### src/rtl/tlcf_pkg.sv
`timescale 1ns / 1ps
package tlcf_pkg;

  localparam int IdW = 16;

  localparam logic [1:0] OP_CLEAR = 2'd0;
  localparam logic [1:0] OP_WRITE = 2'd1;
  localparam logic [1:0] OP_QUERY = 2'd2;

  localparam logic [1:0] SEL_A = 2'd0;
  localparam logic [1:0] SEL_B = 2'd1;
  localparam logic [1:0] SEL_C = 2'd2;

  localparam logic signed [IdW-1:0] NO_ID      = -16'sd1;
  localparam logic signed [IdW-1:0] ORC_RESET  = -16'sd1;

  typedef enum logic [1:0] {
    ST_IDLE,
    ST_EXEC,
    ST_WALK,
    ST_EMIT
  } state_t;

  typedef struct packed {
    logic load_in;
    logic exec;
    logic walk;
    logic emit;
  } cmd_t;

  typedef struct packed {
    logic walk_done;
    logic out_free;
  } status_t;

endpackage

### src/rtl/tlcf_ctrl.sv
`timescale 1ns / 1ps
module tlcf_ctrl (
  input  logic             clk,
  input  logic             rst,
  input  logic             s_tvalid,
  output logic             s_tready,
  input  tlcf_pkg::status_t status,
  output tlcf_pkg::cmd_t    cmd
);
  import tlcf_pkg::*;

  state_t state;
  state_t state_next;

  always_ff @(posedge clk) begin
    if (rst) begin
      state <= ST_IDLE;
    end else begin
      state <= state_next;
    end
  end

  always_comb begin
    state_next = state;
    unique case (state)
      ST_IDLE: if (s_tvalid) state_next = ST_EXEC;
      ST_EXEC: state_next = ST_WALK;
      ST_WALK: if (status.walk_done) state_next = ST_EMIT;
      ST_EMIT: if (status.out_free) state_next = ST_IDLE;
      default: state_next = ST_IDLE;
    endcase
  end

  always_comb begin
    s_tready    = 1'b0;
    cmd         = '0;
    unique case (state)
      ST_IDLE: begin
        s_tready    = !rst;
        cmd.load_in = s_tvalid && !rst;
      end
      ST_EXEC: cmd.exec = 1'b1;
      ST_WALK: cmd.walk = 1'b1;
      ST_EMIT: cmd.emit = status.out_free;
      default: ;
    endcase
  end

endmodule

### src/rtl/tlcf_datapath.sv
`timescale 1ns / 1ps
module tlcf_datapath #(
  parameter int DEPTH_A = 4,
  parameter int DEPTH_B = 4,
  parameter int DEPTH_C = 4
) (
  input  logic              clk,
  input  logic              rst,
  input  logic [31:0]       s_tdata,
  input  logic              cfg_valid,
  input  logic [15:0]       cfg_data,
  output logic              m_tvalid,
  input  logic              m_tready,
  output logic [47:0]       m_tdata,
  input  tlcf_pkg::cmd_t    cmd,
  output tlcf_pkg::status_t status
);
  import tlcf_pkg::*;

  localparam int IWA = (DEPTH_A > 1) ? $clog2(DEPTH_A) : 1;
  localparam int IWB = (DEPTH_B > 1) ? $clog2(DEPTH_B) : 1;
  localparam int IWC = (DEPTH_C > 1) ? $clog2(DEPTH_C) : 1;
  localparam logic [4:0] DA = 5'(DEPTH_A);
  localparam logic [4:0] DB = 5'(DEPTH_B);
  localparam logic [4:0] DC = 5'(DEPTH_C);

  logic signed [IdW-1:0] list_a [DEPTH_A];
  logic signed [IdW-1:0] list_b [DEPTH_B];
  logic signed [IdW-1:0] list_c [DEPTH_C];
  logic signed [IdW-1:0] orc;

  // captured item
  logic [1:0]            op_q;
  logic [1:0]            sel_q;
  logic [3:0]            slot_q;
  logic signed [IdW-1:0] id_q;
  logic                  need_q;

  // per-item results
  logic signed [IdW-1:0] rd;
  logic                  bad;
  logic [3:0]            idx;
  logic                  found;
  logic signed [IdW-1:0] common;

  logic [3:0]            na, nb, nc;
  logic                  in_a, in_b, in_c;
  logic [IWB-1:0]        b_addr;
  logic signed [IdW-1:0] b_word;
  logic signed [IdW-1:0] cand;
  logic                  hit_a, hit_c;

  assign in_a = (sel_q == SEL_A) && ({1'b0, slot_q} < DA);
  assign in_b = (sel_q == SEL_B) && ({1'b0, slot_q} < DB);
  assign in_c = (sel_q == SEL_C) && ({1'b0, slot_q} < DC);

  // one read port on list B: the slot during execute, the walk index after
  assign b_addr = cmd.walk ? idx[IWB-1:0] : slot_q[IWB-1:0];
  assign b_word = list_b[b_addr];
  assign cand   = b_word;

  always_comb begin
    na = 4'(DEPTH_A);
    for (int i = DEPTH_A - 1; i >= 0; i--) begin
      if (list_a[i] <= 0) na = 4'(i);
    end
    nb = 4'(DEPTH_B);
    for (int i = DEPTH_B - 1; i >= 0; i--) begin
      if (list_b[i] <= 0) nb = 4'(i);
    end
    nc = 4'(DEPTH_C);
    for (int i = DEPTH_C - 1; i >= 0; i--) begin
      if (list_c[i] <= 0) nc = 4'(i);
    end
  end

  always_comb begin
    hit_a = 1'b0;
    for (int j = 0; j < DEPTH_A; j++) begin
      if ((4'(j) < na) && (list_a[j] == cand)) hit_a = 1'b1;
    end
    hit_c = 1'b0;
    for (int j = 0; j < DEPTH_C; j++) begin
      if ((4'(j) < nc) && (list_c[j] == cand)) hit_c = 1'b1;
    end
  end

  assign status.walk_done = found || (idx >= nb);
  assign status.out_free  = !m_tvalid || m_tready;

  always_ff @(posedge clk) begin
    if (rst) begin
      orc <= ORC_RESET;
    end else if (cfg_valid) begin
      orc <= cfg_data;
    end
  end

  always_ff @(posedge clk) begin
    if (cmd.load_in) begin
      op_q   <= s_tdata[1:0];
      sel_q  <= s_tdata[3:2];
      slot_q <= s_tdata[7:4];
      id_q   <= s_tdata[23:8];
      need_q <= s_tdata[24];
    end
  end

  // lists and execute
  always_ff @(posedge clk) begin
    if (rst) begin
      for (int i = 0; i < DEPTH_A; i++) list_a[i] <= '0;
      for (int i = 0; i < DEPTH_B; i++) list_b[i] <= '0;
      for (int i = 0; i < DEPTH_C; i++) list_c[i] <= '0;
    end else if (cmd.exec) begin
      if (op_q == OP_CLEAR) begin
        for (int i = 0; i < DEPTH_A; i++) list_a[i] <= '0;
        for (int i = 0; i < DEPTH_B; i++) list_b[i] <= '0;
        for (int i = 0; i < DEPTH_C; i++) list_c[i] <= '0;
      end else if (op_q == OP_WRITE) begin
        if (in_a) list_a[slot_q[IWA-1:0]] <= id_q;
        if (in_b) list_b[slot_q[IWB-1:0]] <= id_q;
        if (in_c) list_c[slot_q[IWC-1:0]] <= id_q;
      end
    end
  end

  always_ff @(posedge clk) begin
    if (cmd.exec) begin
      rd     <= '0;
      bad    <= 1'b0;
      idx    <= '0;
      found  <= 1'b0;
      common <= NO_ID;
      if (op_q == OP_WRITE) begin
        bad <= !(in_a || in_b || in_c);
      end else if (op_q == OP_QUERY) begin
        priority if (in_a) rd <= list_a[slot_q[IWA-1:0]];
        else if (in_b)     rd <= b_word;
        else if (in_c)     rd <= list_c[slot_q[IWC-1:0]];
        else begin
          rd  <= orc;
          bad <= 1'b1;
        end
      end
    end else if (cmd.walk && !status.walk_done) begin
      idx <= idx + 4'd1;
      if (hit_c && (hit_a || !need_q)) begin
        found  <= 1'b1;
        common <= cand;
      end
    end
  end

  always_ff @(posedge clk) begin
    if (rst) begin
      m_tvalid <= 1'b0;
    end else if (cmd.emit) begin
      m_tvalid <= 1'b1;
    end else if (m_tready) begin
      m_tvalid <= 1'b0;
    end
  end

  always_ff @(posedge clk) begin
    if (cmd.emit) begin
      m_tdata <= {3'b000, common, nc, nb, na, bad, rd};
    end
  end

endmodule

### src/rtl/track_list_coincidence_finder_top.sv
`timescale 1ns / 1ps
// Track list coincidence finder.
// Input beats arrive on s_tvalid/s_tready/s_tdata; each beat clears all three
// lists, writes one slot of one list, queries a slot, or does nothing (spare op).
// Every input beat yields exactly one output beat on m_tvalid/m_tready/m_tdata
// carrying the read value, the bad-index flag, the three valid-prefix counts
// and the first id of list B's prefix that also sits in list C's prefix (and
// in list A's when need_rich is set), or -1.
// cfg_valid/cfg_ready/cfg_data write the out-of-range code; cfg_ready is
// always high. Write it only while the block is idle.
// Timing: one item at a time. Accept, execute, then walk list B one slot per
// cycle comparing against lists A and C in parallel, then load the output
// register. An item's time grows with how far the list B walk runs (it stops
// at the first match or at the end of B's prefix), plus any wait for the
// output register to be free.
// Reset (rst, synchronous) zeroes all lists, sets the out-of-range code to -1
// and drops m_tvalid; s_tready stays low while rst is high. When the receiver
// stalls, the finished beat holds in the output register and the next item is
// still accepted and worked on; it then waits until the output register is free.
module track_list_coincidence_finder_top #(
  parameter int DEPTH_A = 4,
  parameter int DEPTH_B = 4,
  parameter int DEPTH_C = 4
) (
  input  logic        clk,
  input  logic        rst,
  input  logic        s_tvalid,
  output logic        s_tready,
  // op[1:0], list_sel[3:2], slot[7:4], track_id[23:8], need_rich[24], zero pad
  input  logic [31:0] s_tdata,
  output logic        m_tvalid,
  input  logic        m_tready,
  // read_value[15:0], bad_index[16], count_a[20:17], count_b[24:21],
  // count_c[28:25], common_id[44:29], zero pad
  output logic [47:0] m_tdata,
  input  logic        cfg_valid,
  output logic        cfg_ready,
  input  logic [15:0] cfg_data
);
  import tlcf_pkg::*;

  cmd_t    cmd;
  status_t status;

  assign cfg_ready = 1'b1;

  // sequence accept, execute, walk and emit
  tlcf_ctrl u_ctrl (
    .clk      (clk),
    .rst      (rst),
    .s_tvalid (s_tvalid),
    .s_tready (s_tready),
    .status   (status),
    .cmd      (cmd)
  );

  // hold the lists, the code register and the output beat
  tlcf_datapath #(
    .DEPTH_A (DEPTH_A),
    .DEPTH_B (DEPTH_B),
    .DEPTH_C (DEPTH_C)
  ) u_datapath (
    .clk       (clk),
    .rst       (rst),
    .s_tdata   (s_tdata),
    .cfg_valid (cfg_valid),
    .cfg_data  (cfg_data),
    .m_tvalid  (m_tvalid),
    .m_tready  (m_tready),
    .m_tdata   (m_tdata),
    .cmd       (cmd),
    .status    (status)
  );

endmodule

### config.mk
export PLATFORM = sky130hd
export DESIGN_NAME = track_list_coincidence_finder_top
export DESIGN_NICKNAME = d
export VERILOG_FILES = /design/src/rtl/tlcf_pkg.sv /design/src/rtl/tlcf_ctrl.sv /design/src/rtl/tlcf_datapath.sv /design/src/rtl/track_list_coincidence_finder_top.sv
export SDC_FILE = /design/constraint.sdc
export NUM_CORES = 1
export LEC_CHECK = 0
export ABC_AREA = 1
export BUFFER_PORTS_ARGS = -buffer_cell sky130_fd_sc_hd__buf_2
export CAP_MARGIN = 5
export CORE_UTILIZATION = 34
export CTS_BUF_LIST = sky130_fd_sc_hd__clkbuf_16
export DETAILED_ROUTE_END_ITERATION = 16
export GPL_ROUTABILITY_DRIVEN = 0
export GPL_TIMING_DRIVEN = 0
export PLACE_DENSITY_LB_ADDON = 0.08
export SYNTH_ARGS = -nofsm -noshare
export SYNTH_HDL_FRONTEND = slang
export SYNTH_SLANG_ARGS = --single-unit
### constraint.sdc
create_clock -name clk -period 4.3 [get_ports clk]
set_input_delay 0.215 -clock clk [delete_from_list [all_inputs] [get_ports clk]]
set_output_delay 0.215 -clock clk [all_outputs]
set_load 0.05 [all_outputs]
Yosys cells after proc, flatten, opt, wreduce, memory -nomap -nowiden
Memory sizes are Yosys's and may differ from the RTL's. A register that Yosys moved wholly into a read port is not among the register bits.
Index checks and enable logic that the tools add are counted.

operators by class
  add/subtract/negate cells = 1
  magnitude comparators = 22
  eq/ne operators = 18
  multiplexer cells = 87
  bitwise operators = 13
  reduce and logical (&&, ||, !) cells = 34

operators by type and width
  operator             count
  $mux 16              18
  $le 16x1->1 const B  12
  $eq 16x16->1         8
  $reduce_or 16->1     3
  $mux 1               47
  $mux 3               12
  $mux 2               9
  $logic_and 1x1->1    14
  $lt 1x3->1 const A   4
  $lt 2x3->1 const A   4
  $or 1x1->1           12
  $eq 2x2->1 const B   4
  $pmux 2 s4           1
  $eq 2x1->1 const B   3
  $logic_not 2->1      3
  $logic_not 1->1      5
  $logic_or 1x1->1     5
  $add 4x1->4 const B  1
  $ge 4x3->1           1
  $lt 4x3->1 const B   1
  $ne 2x1->1 const B   2
  $reduce_and 3->1     1
  $ne 2x2->1 const B   1
  $reduce_and 2->1     1
  other kinds (3)      3

storage, ports and cells
  bits in registers = 127
  bits in writable memories = 192
  input bits = 53
  output and inout port bits = 51
  logic and storage cells = 192
  memories kept = 3

memory list
  memory             depth  width  rd ports  clocked after Yosys merged registers in  write ports  line                 source
  u_datapath.list_a  4      16     5         1                                        4            tlcf_datapath.sv:27  logic signed [IdW-1:0] list_a [DEPTH_A];
  u_datapath.list_b  4      16     5         0                                        4            tlcf_datapath.sv:28  logic signed [IdW-1:0] list_b [DEPTH_B];
  u_datapath.list_c  4      16     5         1                                        4            tlcf_datapath.sv:29  logic signed [IdW-1:0] list_c [DEPTH_C];

Logic depth before layout (Yosys ltp)
An unclocked memory read counts as a cell.

  word-level depth = 15
  mapped depth = 24
  depth with buffers taken out = 21

By module
A second synthesis with hierarchy kept.

unflattened totals
  cell total of the unflattened synthesis = 2041
  area, all modules = 16729.8 um^2

modules (own cells, without submodules)
  module                             instances  cells an instance  area an instance (um^2)  seq. area each (um^2)
  tlcf_datapath                      1          2009               16525.8                  9088.7
  tlcf_ctrl                          1          30                 192.7                    40.0
  track_list_coincidence_finder_top  1          2                  11.3                     0.0

Least setup slack after synthesis
OpenSTA, ideal clock, no wires.

  kind = register to register
  start = register u_datapath.m_tvalid
  end = register u_datapath.m_tdata[0] (enable)
  setup time = 0.455 ns
  arrival time = 2.639 ns
  data required time = 3.845 ns
  setup slack = 1.206 ns
  cell stages (with the launch flop) = 2
  buffers on the path = 0
  period minus slack after synthesis = 3.094 ns
  path through = dfxtp_1 a21oi_1

RTL lines
  what                    line                  source
  from (decl)             tlcf_datapath.sv:12   output logic m_tvalid,
  from (signal assigned)  tlcf_datapath.sv:157  m_tvalid <= 1'b0;
  from (signal assigned)  tlcf_datapath.sv:159  m_tvalid <= 1'b1;
  from (signal assigned)  tlcf_datapath.sv:161  m_tvalid <= 1'b0;
  to (signal assigned)    tlcf_datapath.sv:167  m_tdata <= {3'b000, common, nc, nb, na, bad, rd};
  to (decl)               tlcf_datapath.sv:14   output logic [47:0] m_tdata,

Worst setup path in the final report
  start = register u_ctrl.state[0]
  end = register u_datapath.common[7]

on the way
  cells in the longest elaborated chain, start to end = 13
  elaborated cells between the ends (all ways) = 34
  those cells by class = 10 x eq/ne; 11 x mux; 12 x reduce/logical; 1 x memory

RTL lines
  what                        line                  source
  from (decl)                 tlcf_ctrl.sv:12       state_t state;
  from (signal assigned)      tlcf_ctrl.sv:19       state <= state_next;
  $eq 2x2->1                  tlcf_ctrl.sv:37       unique case (state)
  $mux 1                      tlcf_ctrl.sv:37
  $mux 2                      tlcf_datapath.sv:58   assign b_addr = cmd.walk ? idx[IWB-1:0] : slot_q[IWB-1:0];
  $mem_v2 4x16                -
  $eq 16x16->1                tlcf_datapath.sv:80   if ((4'(j) < na) && (list_a[j] == cand)) hit_a = 1'b1;
  $logic_and 1x1->1           tlcf_datapath.sv:80
  $mux 1 (4 in a row)         tlcf_datapath.sv:80
  $logic_or 1x1->1            tlcf_datapath.sv:148  if (hit_c && (hit_a || !need_q)) begin
  $logic_and 1x1->1           tlcf_datapath.sv:148
  $reduce_and 2->1 (no line)  -
  to (signal assigned)        tlcf_datapath.sv:150  common <= cand;
  to (decl)                   tlcf_datapath.sv:44   logic signed [IdW-1:0] common;

Parallel ways exist; a longest one is shown, timed or not.
A chain may end at the register's enable or synchronous reset.

==> results.txt <==
- The flow ran to the end, and the final reports show no timing, DRC or antenna violations.
- Avg Synthesized Cell Area: 8.111 um^2
- After clock tree synthesis, the setup repair step added 0 buffers.
- Clock tree synthesis selected as its root buffer the cell clkbuf_16.
- Buffers placed on the I/O ports in this run total 89.
- Global Route met3 Usage: 6.914%
- The synthesized design contains 318 register bits.
* Ratio of final minimum period to clock period: 89.63%
- Count of pins on the block boundary: 104
- Setup repair after global routing left no endpoint under its margin.
- Commonest register cell after synthesis: edfxtp_1
- At the worst endpoint, the arrival time is 4.29 ns.
- The synthesized design contains 276 enable-type register cells.
* Power density over cell area: 553.1 nW/um^2
- CTS tree: yes
- For the pin with the worst max-slew slack, the measured transition is 1.462 ns.
- GR peak layer: met2
- Global routing consumed, on the met2 layer, 38.22% of the routing resources.
* Worst Hold Slack: 0.1563 ns
- Post-synthesis instance total: 2055
- Counting instances in the post-synthesis netlist gives the leading cell types as 540 x nand2_1, 344 x nor2_1, 276 x edfxtp_1.
- Worst Setup Start Kind: flip-flop
- Placed wire-length estimate: 48100 um
* Via density per instance: 5.190
- Worst-case headroom to the max-slew limit: 2.502%
- HP Class: in -> reg
- After detailed routing, the total wire length is 65760 um.
* CTS sink count: 318
- Counting flops with an async set or reset pin after synthesis yields a share of 0%.
- Fraction of layout instances using a drive strength above 1: 9.143%
* Initial antenna violation count: 2
- Number of cell rows: 80
* Most common cell in the synthesized netlist: nand2_1
* Leakage: 8.479 nW
- Core utilization of the finished layout: 40.85%
- Number of buffers created by CTS: 37
* Total iterations of the first detailed-routing run: 6
- Global routing used 26.50% of the available tracks.
* Total setup violations reported at the end of the flow: 0
- Entering global routing, the biggest net connects 30 pins.
- Sum of overflow across all layers after global routing: 0
- Hold Fails Final Rpt: 0
* Antenna violation net count after detailed routing: 0
- The core region is 48050 um^2.
- Part of the Yosys area used for sequential elements: 54.77%
- Crit Path Max Fanout: 10
- Total negative slack: 0 ns
- Unique masters post-synth: 38
- The critical path is of the reg -> reg type.
- Summing all multi-input logic gate instances after layout gives 6192 um^2.
- Worst path required time: 4.74 ns
- Fraction of met1 tracks used by global routing: 37.94%
* Initial standard-cell utilization of the core: 34.69%
- The top cell type by area accounts for 49.72% of the synthesized area.
- Across all layers, the routed design uses 14.95k vias.
- The cell area that synthesis handed to floorplanning was 16670 um^2.
* Later-pin clock latency in the skew report: 0.57 ns
* FMAX: 259.5 MHz
- Placed cell areas: 17970 um^2
* Floorplan die area: 49910 um^2
* Filler cell count: 4897
* Number of warning messages in the yosys log: 0
- Final slew viol count: 0
- Nets: 2299
- The via count of the first global-routing pass was 13.86k.
* Final total power: 0.01086 W
* Growth of design area from synthesis to finish: 17.74%
- Max-cap violations in this run came to 0.
- For this run, design rule violations remaining after detail routing come to 0.
* Worst-case vdd ir drop: 0.2635 mV
* Global-route wire length before repair: 94140 um
- Measured along the y axis, the die boundary spans 223.4 um.
- Routed len/inst: 22.83 um
* Leading area contributor after synthesis: edfxtp_1
- Most area-consuming cells after synthesis: edfxtp_1 50%, nand2_1 12%, nor2_1 7.7%, inv_1 5.5%, dfxtp_1 5.0%
- STA classifies the critical path endpoint as a flip-flop.
* Fin area: 19630 um^2
- Final critical delay including setup and external delays: 3.854 ns
- Clock-pin slew on the worst setup and hold paths: 0.06 ns
* Number of buffers on the longest clock path: 3
* Initial drt markers: 1826
* H-Tree Level Count: 2
- Die width: 223.4 um
* Worst Skew: 0.01852 ns
* Sequential cell area: 9129 um^2
kinds of logic after synthesis:
logic type	Yosys count	synth area share [%]
simple gates	1120	27.73
flops	318	54.77
other cells	2	0.04506
compound gates	255	8.189
fa+ha+maj	9	0.6756
buf+inv	345	8.280
xor+xnor	6	0.3153
routing by layer:
metal / wire (um) / up-vias / part of all wire, %
met5: 0 / - / 0
met2: 26880 / 764 / 41
li1: - / 7089 / -
met1: 29320 / 6967 / 45
met3: 7104 / 126 / 11
met4: 2449 / 0 / 3.7
worst max-delay path, stage by stage (launching register included):
cell and delay [ns]:
dfxtp_1 0.37, inv_1 0.10, ha_1 0.33, nand2_2 0.21, clkbuf_1 0.46, nand3_1 0.14, nand3_1 0.17, nand2_1 0.45
nand2_1 0.18, nand2_1 0.06, a21oi_1 0.12, nand2_1 0.07, nor2_1 0.08, nand3_1 0.21, nand2_1 0.15, inv_2 0.05
nand2_4 0.11, nand3_4 0.13, buf_6 0.17, nand2_1 0.06, nand3_1 0.06
power breakdown:
part | switching, W | total, W | leakage [nW] | internal [W]
clock | 0.00130 | 0.00312 | 0.616 | 0.00182
combinational | 0.00292 | 0.00378 | 4.79 | 0.000859
sequential | 0.000217 | 0.00396 | 3.07 | 0.00374
through the flow:
step	setup WS, ns	std cells
2_1_floorplan	1.206	2060
3_3_place_gp	0.1706	2764
3_5_place_dp	0.2245	2767
4_1_cts	0.2174	2878
5_1_grt	0.2118	2879
6_report	0.4460	2880
layout make-up:
cell class	count	share of cell area (%)
flip-flops and latches	318	46.51
multi-input cells	1397	31.55
clock buffers	39	4.973
repair buffers	138	4.934
inverters	251	4.800
well taps	615	3.921
plain buffers	94	2.231
clock inverters	27	1.065
diodes	1	0.01275
worst paths after layout:
check / from / end / slack [ns] / cells after the start
setup reg to reg: u_ctrl.state[0] / u_datapath.common[7] / 0.45 / 20
setup / recovery: u_ctrl.state[0] / u_datapath.common[7] / 0.45 / 20
hold reg to reg: u_datapath.rd[1] / u_datapath.m_tdata[1] / 0.42 / 0
hold / removal: s_tvalid / u_ctrl.state[1] / 0.16 / 3
flip-flops by register name, summed over array words and instances, names as in the netlist, 16 cells and up, named ones only:
register            cells
u_datapath.list_a      64
u_datapath.list_b      64
u_datapath.rd          16
u_datapath.list_c      64
u_datapath.m_tdata     42
u_datapath.id_q        16
u_datapath.common      16
u_datapath.orc         16
layout by cell type (no fill, tap or decap), drive strengths merged, types with 42 or more instances in the layout:
cell         synthesis  final
a21oi              111    111
buf                 32    125
clkbuf              62    101
dfxtp               42     42
dlygate4sd3          0     45
edfxtp             276    276
inv                248    257
nand2              561    561
nand3              160    160
nor2               346    346
o21ai              114    114
repair_timing:
action / CTS / global route
endpoints found under the setup margin: 0 / 10
resized for setup: 0 / 1
hold endpoints to repair: 45 / 0
hold buffers: 45 / 0
(Power assumes the default switching activity.)
